`src/swv_pkg.sv`:
```
// ----------------------------------------------------------------------------
// swv_pkg: shared types and constants of the sliding window variance core
// Widths of the fixed fields, register indexes, reset values and the command
// word of the shared shift/add unit.
// ----------------------------------------------------------------------------
package swv_pkg;

   // fixed field widths
   localparam int AXES       = 6;
   localparam int VAR_W      = 40;
   localparam int FRAC_W     = 8;
   localparam int QUOT_SHIFT = VAR_W - FRAC_W;
   localparam int CSR_CNT_W  = 11;
   localparam int CSR_INT_W  = 16;
   localparam int CSR_DATA_W = 40;
   localparam int CSR_ADDR_W = 2;
   localparam int AXIS_IDX_W = 3;

   // parameter defaults
   localparam int DEF_WINDOW_DEPTH = 1024;
   localparam int DEF_SAMPLE_BITS  = 16;

   // register reset values
   localparam logic [CSR_CNT_W-1:0] RST_WIN_LEN         = 11'd1024;
   localparam logic [CSR_CNT_W-1:0] RST_FILL_NEED       = 11'd100;
   localparam logic [VAR_W-1:0]     RST_VAR_FLOOR       = 40'd256;
   localparam logic [CSR_INT_W-1:0] RST_UPDATE_INTERVAL = 16'd50;

   // register indexes
   typedef enum logic [CSR_ADDR_W-1:0] {
      REG_WIN_LEN         = 2'd0,
      REG_FILL_NEED       = 2'd1,
      REG_VAR_FLOOR       = 2'd2,
      REG_UPDATE_INTERVAL = 2'd3
   } csr_reg_type;

   // request kinds
   localparam logic REQ_SAMPLE = 1'b0;
   localparam logic REQ_CLEAR  = 1'b1;

   // operations of the shared unit
   typedef enum logic {
      ALU_MUL = 1'b0,
      ALU_DIV = 1'b1
   } alu_op_type;

   typedef struct packed {
      logic       start;
      alu_op_type op;
   } alu_cmd_type;

endpackage

```
`src/swv_alu.sv`:
```
// ----------------------------------------------------------------------------
// swv_alu: shared shift/add unit
// One adder/subtractor stepped under a counter. MUL: shift-add product, one
// multiplier bit a cycle, stops when the multiplier runs out of ones.
// DIV: restoring division giving floor(256*a/b), one quotient bit a cycle,
// saturated to all ones when the quotient does not fit in VAR_W bits.
// ----------------------------------------------------------------------------
module swv_alu #(
   parameter int UW = 52
) (
   input  logic                      clock,
   input  logic                      reset,
   input  swv_pkg::alu_cmd_type      cmd,
   input  logic [UW-1:0]             opa,
   input  logic [UW-1:0]             opb,
   output logic                      done,
   output logic [UW-1:0]             prod,
   output logic [swv_pkg::VAR_W-1:0] quot
);
   import swv_pkg::*;

   localparam int MW  = (UW > VAR_W) ? UW : VAR_W;
   localparam int EW  = ((UW > QUOT_SHIFT) ? UW : QUOT_SHIFT) + 1;
   localparam int SCW = $clog2(VAR_W + 1);

   logic             busy_ff, busy_in;
   logic             done_ff, done_in;
   alu_op_type       op_ff, op_in;
   logic [UW-1:0]    acc_ff, acc_in;
   logic [MW-1:0]    mcand_ff, mcand_in;
   logic [UW-1:0]    mplr_ff, mplr_in;
   logic [SCW-1:0]   cnt_ff, cnt_in;

   logic [EW-1:0]    dx;
   logic [EW-1:0]    dx_hi;
   logic             ovf;
   logic [UW-1:0]    rem_sh;
   logic [UW-1:0]    add_a;
   logic [UW-1:0]    add_b;
   logic [UW:0]      sum;

   // overflow check: quotient fits only if a < b * 2^QUOT_SHIFT
   assign dx    = EW'(opa);
   assign dx_hi = dx >> QUOT_SHIFT;
   assign ovf   = dx_hi >= EW'(opb);

   // single adder, subtracting in DIV mode
   assign rem_sh = {acc_ff[UW-2:0], mcand_ff[VAR_W-1]};
   assign add_a  = (op_ff == ALU_DIV) ? rem_sh : acc_ff;
   assign add_b  = (op_ff == ALU_DIV) ? ~mplr_ff
                 : (mplr_ff[0] ? mcand_ff[UW-1:0] : '0);
   assign sum    = {1'b0, add_a} + {1'b0, add_b} + (UW+1)'(op_ff == ALU_DIV);

   // step control
   always_comb begin
      busy_in  = busy_ff;
      done_in  = 1'b0;
      op_in    = op_ff;
      acc_in   = acc_ff;
      mcand_in = mcand_ff;
      mplr_in  = mplr_ff;
      cnt_in   = cnt_ff;
      if (cmd.start) begin
         op_in   = cmd.op;
         busy_in = 1'b1;
         mplr_in = opb;
         if (cmd.op == ALU_MUL) begin
            acc_in   = '0;
            mcand_in = MW'(opa);
         end else if (ovf) begin
            mcand_in = '1;
            busy_in  = 1'b0;
            done_in  = 1'b1;
         end else begin
            acc_in   = UW'(dx_hi);
            mcand_in = MW'({dx[QUOT_SHIFT-1:0], {FRAC_W{1'b0}}});
            cnt_in   = SCW'(VAR_W);
         end
      end else if (busy_ff) begin
         if (op_ff == ALU_MUL) begin
            if (mplr_ff == '0) begin
               busy_in = 1'b0;
               done_in = 1'b1;
            end else begin
               acc_in   = sum[UW-1:0];
               mcand_in = {mcand_ff[MW-2:0], 1'b0};
               mplr_in  = {1'b0, mplr_ff[UW-1:1]};
            end
         end else begin
            acc_in   = sum[UW] ? sum[UW-1:0] : rem_sh;
            mcand_in = {mcand_ff[MW-2:0], sum[UW]};
            cnt_in   = cnt_ff - SCW'(1);
            if (cnt_ff == SCW'(1)) begin
               busy_in = 1'b0;
               done_in = 1'b1;
            end
         end
      end
   end

   always_ff @(posedge clock) begin
      if (reset) begin
         busy_ff <= 1'b0;
         done_ff <= 1'b0;
         op_ff   <= ALU_MUL;
      end else begin
         busy_ff <= busy_in;
         done_ff <= done_in;
         op_ff   <= op_in;
      end
      acc_ff   <= acc_in;
      mcand_ff <= mcand_in;
      mplr_ff  <= mplr_in;
      cnt_ff   <= cnt_in;
   end

   assign done = done_ff;
   assign prod = acc_ff;
   assign quot = mcand_ff[VAR_W-1:0];

endmodule

```
`config.mk`:
```
export PLATFORM = sky130hd
export DESIGN_NAME = swv_alu
export DESIGN_NICKNAME = d
export VERILOG_FILES = /design/src/swv_pkg.sv /design/src/swv_alu.sv
export SDC_FILE = /design/constraint.sdc
export NUM_CORES = 1
export LEC_CHECK = 0
export BUFFER_PORTS_ARGS = -buffer_cell sky130_fd_sc_hd__buf_2
export CORE_UTILIZATION = 35
export CTS_BUF_LIST = sky130_fd_sc_hd__clkbuf_4 sky130_fd_sc_hd__clkbuf_8 sky130_fd_sc_hd__clkbuf_16
export DETAILED_ROUTE_END_ITERATION = 6
export PLACE_DENSITY = 0.55
export SKIP_LAST_GASP = 1
export SYNTH_ARGS = -nofsm -noshare
export SYNTH_HDL_FRONTEND = slang
export SYNTH_SLANG_ARGS = --single-unit
```
`constraint.sdc`:
```
create_clock -name clock -period 5.5 [get_ports clock]
set_input_delay 0.825 -clock clock [delete_from_list [all_inputs] [get_ports clock]]
set_output_delay 0.825 -clock clock [all_outputs]
set_load 0.01 [all_outputs]
```
; Word level (Yosys, flattened, before mapping)
; Cells that the tools add are included.
[classes]
addsub = 3
magnitude_cmp = 1
bitwise_logic = 1
n_eq_ne = 7
mux = 39
n_reduce_logical = 7
[op_table]
columns = operator, n
row1 = two-way mux 52 bit, 20
row2 = adder 52 x 52 -> 53 bit, 1
row3 = adder 53 x 1 -> 53 bit, 1
row4 = >= comparator 20 x 52 -> 1 bit, 1
row5 = zero test 52 bit, 1
row6 = NOT 52 bit, 1
row7 = two-way mux 6 bit, 5
row8 = two-way mux 1 bit, 14
row9 = != test 2 bit (second input constant), 4
row10 = == test 6 x 1 -> 1 bit (second input constant), 1
row11 = != test 3 bit (second input constant), 2
row12 = AND reduction 3 bit, 2
row13 = subtractor 6 x 1 -> 6 bit (second input constant), 1
row14 = AND reduction 4 bit, 1
row15 = nonzero test 2 bit, 2
row16 = AND reduction 2 bit, 1
[totals]
wordCells = 65
inputBits = 108
register_bits = 165
out_inout_bits = 93

; Longest topological paths before layout
[depth]
depth_word = 8
depth_mapped = 19
depth_no_buf = 15

; Least setup slack after synthesis
; No wires, ideal clock.
[synth_path]
kind = register to register
from = reg mplr_ff[51]
to = reg mplr_ff[0], enable pin
required_ns = 4.966
stages_incl_launch_ff = 5
path_buffers = 0
setup_time_ns = 0.534
arrival_time_ns = 4.214
path_slack_ns = 0.752
cell_sequence = edfxtp_1 -> nor4_1 -> nand4_1 -> nor4_1 -> o21ai_0
[synth_between]
elab_chain_len = 3
[synth_rtl]
columns = item, line_no
row1 = "start, declared", swv_alu.sv:31  ; logic [UW-1:0] mplr_ff, mplr_in;
row2 = "start signal, assigned", swv_alu.sv:113  ; mplr_ff <= mplr_in;
row3 = zero test 52 bit, swv_alu.sv:81  ; if (mplr_ff == '0) begin
row4 = != test 2 bit (no line), --
row5 = AND reduction 3 bit (no line), --
; Every way passes these cells.
; A chain may end at the register's enable or synchronous reset.

; Worst setup path after layout
[layout_path]
from = reg op_ff
to = reg acc_ff[30], in the netlist prod[30] (data pin)
[layout_between]
elab_chain_len = 7
elab_cells_between_ends = 9
cone_classes = add/sub: 2 / mux: 7
[layout_rtl]
columns = item, line_no
row1 = "start, declared", swv_alu.sv:28  ; alu_op_type op_ff, op_in;
row2 = "start signal, assigned", swv_alu.sv:109  ; op_ff <= op_in;
row3 = two-way mux 52 bit (on tied branches), "swv_alu.sv:49, swv_alu.sv:50"
row4 = adder 52 x 52 -> 53 bit, swv_alu.sv:52  ; assign sum = {1'b0, add_a} + {1'b0, add_b} + (UW+1)'(op_ff == ALU_DIV);
row5 = adder 53 x 1 -> 53 bit, swv_alu.sv:52
row6 = two-way mux 52 bit (on tied branches), "swv_alu.sv:81, swv_alu.sv:90"
row7 = two-way mux 52 bit (*), swv_alu.sv:80  ; if (op_ff == ALU_MUL) begin
row8 = two-way mux 52 bit (*), swv_alu.sv:79  ; end else if (busy_ff) begin
row9 = two-way mux 52 bit (*), swv_alu.sv:63  ; if (cmd.start) begin
row10 = "end signal, assigned", swv_alu.sv:111  ; acc_ff <= acc_in;
row11 = "end, declared", swv_alu.sv:29  ; logic [UW-1:0] acc_ff, acc_in;
; Every way passes the cells marked *; elsewhere a longest branch is shown, timed or not. The select of a mux whose other input is x is not followed.

==> summary.md <==
| Metric | Value |
|---|---|
| Outcome | complete, no violations |
| Worst EP required | 5.83 ns |
| GPL Wtd Cong | 0.9300 |
| CP endpoint kind | flop |
| Tmin final | 4.636 ns |
| Layout cells sized above 1 | between 20% and 30% |
| Synth-to-Final Area Change | 14.40% |
| Die Ht | 191.3 um |
| Nets | between 1500 and 2000 |
| Clock Sinks | 165 |
| Multiplexer area fraction after synthesis | between 10% and 20% |
| Netlist Area Pre-Place | 0.01255 mm^2 |
| First-pass GRT wire length | 64630 um |
| Hold Path Depth | 2 |
| Largest buffer count on any clock path | 2 |
| Setup_tns | 0 ns |
| Synth unique cells | 67 |
| Final std cells w/o fill | 1932 |
| Post-synth EDFFs | 162 |
| Initial antenna violation count | 3 |
| Post-Syn Area per Cell | 9.384 um^2 |
| Clk Latency, worst-skew pair | ~0.46 ns |
| Crit-path max cell delay | 0.45 ns |
| Vias | 11024 |
| Cells after DPL | around 1900 |
| Pins Over Slew Limit | 0 |
| Worst setup path category | flop to flop |
| PD cells | 360.0 mW/mm^2 |
| Site row count | about 70 |
| Die area | 0.03661 mm^2 |
| Top FF cell, synth | edfxtp_1 |
| Register bit total from synthesis | about 170 |
| All-Layer GR Usage | 23.73% |
| Type of the worst min-delay path | flop to flop |
| Dpl hpwl | 33730 um |
| DRT Pass-1 Iters | 6 |
| Postcts setup bufs | 0 |
| Grt ovf | 0 |
| Crit path buffers/inverters | 3 |
| Hold path start | busy_ff |
| Synth area leader | edfxtp_1 |
| Synthesized-area fraction occupied by xor and xnor cells | 3.560% |
| Fill cell count | 3536 |
| Routed len/inst | 22.48 um |
| R2R Setup Slk | 0.86 ns |
| CTS tree | built |
| H-tree Lvls | 4 |
| CP Launch Type | flop |
| Compound-Gate Fraction of Synth Area | a little under a fifth |
| Max-cap violations | 0 |
| Highest clock rate | 215.7 MHz |
| Initial drt markers | 1062 |
| Crit-path max FO | 18 |
| Simple-gate share of the synthesized area | ~14% |
| Post-Syn Nets | 1520 |
| Hold buffers post-CTS | 0 |
| Async SR Flop Fraction | 0% |
| Commonest non-fill, non-tap cell in the layout | buf_2 |
| Drc violations | 0 |
| Critical R2R Capture | prod[30] |
| Initial Utilization | approximately 36% |
| Total number of yosys warnings | 0 |
| Most frequent cells in the layout | buf_2 (199), nand2_1 (194), edfxtp_1 (162) |
| CTS root buffer | clkbuf_16 |
| Post-Route WL | 43420 um |
| RSZ-0062 raised after global routing | false |
| Worst EP arrival | 4.97 ns |
| Hold Path Sink | busy_ff |
| Post-route clock period utilization | around 84% |
| Slowest cell on crit path | o21a_1 |
| Yosys top cell area share | 38.77% |
| Max VDD drop | 253.3 uV |
| Clock skew | 0.01451 ns |
| Area contributors post-synth | edfxtp_1 (39%), mux2_2 (9.3%), ha_1 (7.3%), nand2_1 (5.8%), o21ai_0 (5.0%) |
| Die X-Extent | between 150 and 200 um |
| Antenna viol nets, final | 0 |
| Resize count post-CTS | 0 |
| Register area | slightly below 0.005 mm^2 |
| Largest net degree at the start of global routing | 64 |
| Slew margin rel. | 46.44% |
| Crit path max-delay family | compound AO/OA/AOI/OAI gates |
| Vias in the first global route | 10564 |
| Fin Hold WS | between 0.5 and 0.6 ns |
| Seq/Total Area, Yosys | 39.25% |
| Synth Instances | 1337 |
| Pre-CTS setup slack | just under 0.9 ns |
| Clock transition at the registers of the reported paths | 0.07 ns |
| Multi-input gate area | 0.006933 mm^2 |
| TritonCTS Buffers | 17 |
| IO Pins | 201 |
| Endpoints failing hold | 0 |
| Main combinational cell family by area after synthesis | compound AO/OA/AOI/OAI gates |
| Vias per cell | 5.706 |
| Static Leakage | 5.871 nW |
| Pwr Total | 5.167 mW |
| Worst reg-to-reg path cell count | 16 |
| Adder-Cell Fraction of Synth Area | approximately 7.6% |
| Worst-path cell chain | clkinv_1, buf_4, o21ai_0, fa_1, fa_1, a21o_1, a221oi_2, nor4_2, nor2_1, o221a_4, o21ai_4, a31oi_4, o21a_1, buf_4, and3_1, a21o_1 |
| Core area | 0.03488 mm^2 |
| Fin worst setup slack | 0.8637 ns |
| Final setup violation count | 0 |
| Origin of the critical flop-to-flop path | op_ff |
| Worst Tran Pin Value | 0.7961 ns |
| Port bufs | 200 |
[state kept, by name (all words and copies together), names as in the netlist]
name / count
op_ff: 1
busy_ff: 1
mplr_ff: 52
done: 1
prod: 52
cnt_ff: 6
mcand_ff: 52
[where the power goes]
group	switching [mW]	total, mW	leakage (nW)	internal [mW]
Combinational	1.16	1.99	3.89	0.827
Clock	0.586	1.32	0.308	0.736
Sequential	0.212	1.85	1.67	1.64
[synthesized netlist by cell type (9+ instances only)]
cell type  instances
mux2i_1           20
nand2_1          195
inv_1             29
xor2_1            18
nor3_1            42
buf_4             43
mux2_2           104
clkbuf_1          61
o21ai_0          126
nand4_1           16
o21ai_1           20
a31oi_1           23
nor2_1            70
a21o_1            23
a211oi_1          17
nand3_1            9
ha_1              73
nor4_1            25
a21oi_1           87
o2bb2ai_1         32
edfxtp_1         162
xnor2_1           33
[cell type report]
| type | count | share of cell area, % |
|---|---|---|
| Clock inverter | 15 | 1.421 |
| Clock buffer | 17 | 2.964 |
| Timing Repair Buffer | 221 | 8.203 |
| Antenna cell | 1 | 0.01743 |
| Inverter | 31 | 0.8107 |
| Tap cell | 455 | 3.966 |
| Multi-Input combinational cell | 1027 | 48.30 |
| Sequential cell | 165 | 34.32 |
[cells by family after synthesis]
kind of cell             Yosys count
buffers and inverters            145
multiplexers                     124
XOR/XNOR                          51
AND/OR/NAND/NOR                  401
adder cells (fa/ha/maj)           75
AO/OA/AOI/OAI                    376
flip-flops                       165
[worst min-delay path, delay by kind of cell, from the launching register on]
| family | cells | cell delay, ns |
|---|---|---|
| flip-flops | 1 | 0.36 |
| AND/OR/NAND/NOR | 1 | 0.10 |
| AO/OA/AOI/OAI | 1 | 0.07 |
[stage by stage]
stage | utilization (%) | cell area (um^2)
4_1_cts | 41.14 | 14350
6_report | 41.15 | 14350
2_1_floorplan | - | 12550
5_1_grt | 41.14 | 14350
3_5_place_dp | 39.34 | 13720
3_3_place_gp | 39.34 | 13720
[layer usage]
layer | up-vias | GRT usage (%) | routed length, um | share of wire [%]
met5 | - | 0 | 25 | 0.058
met2 | 436 | 37.57 | 19990 | 46
met4 | 4 | 6.624 | 877 | 2.0
met1 | 5345 | 33.20 | 19740 | 45
li1 | 5193 | - | - | -
met3 | 46 | 3.855 | 2788 | 6.4
[worst max path at each step]
stage,to,cells after the start,slack [ns],from
after global routing,prod[35],16,0.58,op_ff
final,prod[30],16,0.86,op_ff
after CTS,prod[30],16,0.86,op_ff
after floorplan,mplr_ff[0],4,0.75,mplr_ff[51]
after global placement,prod[30],16,0.97,op_ff
after detailed placement,prod[30],16,0.89,op_ff
Note: power is estimated with default switching activity, not from simulation.
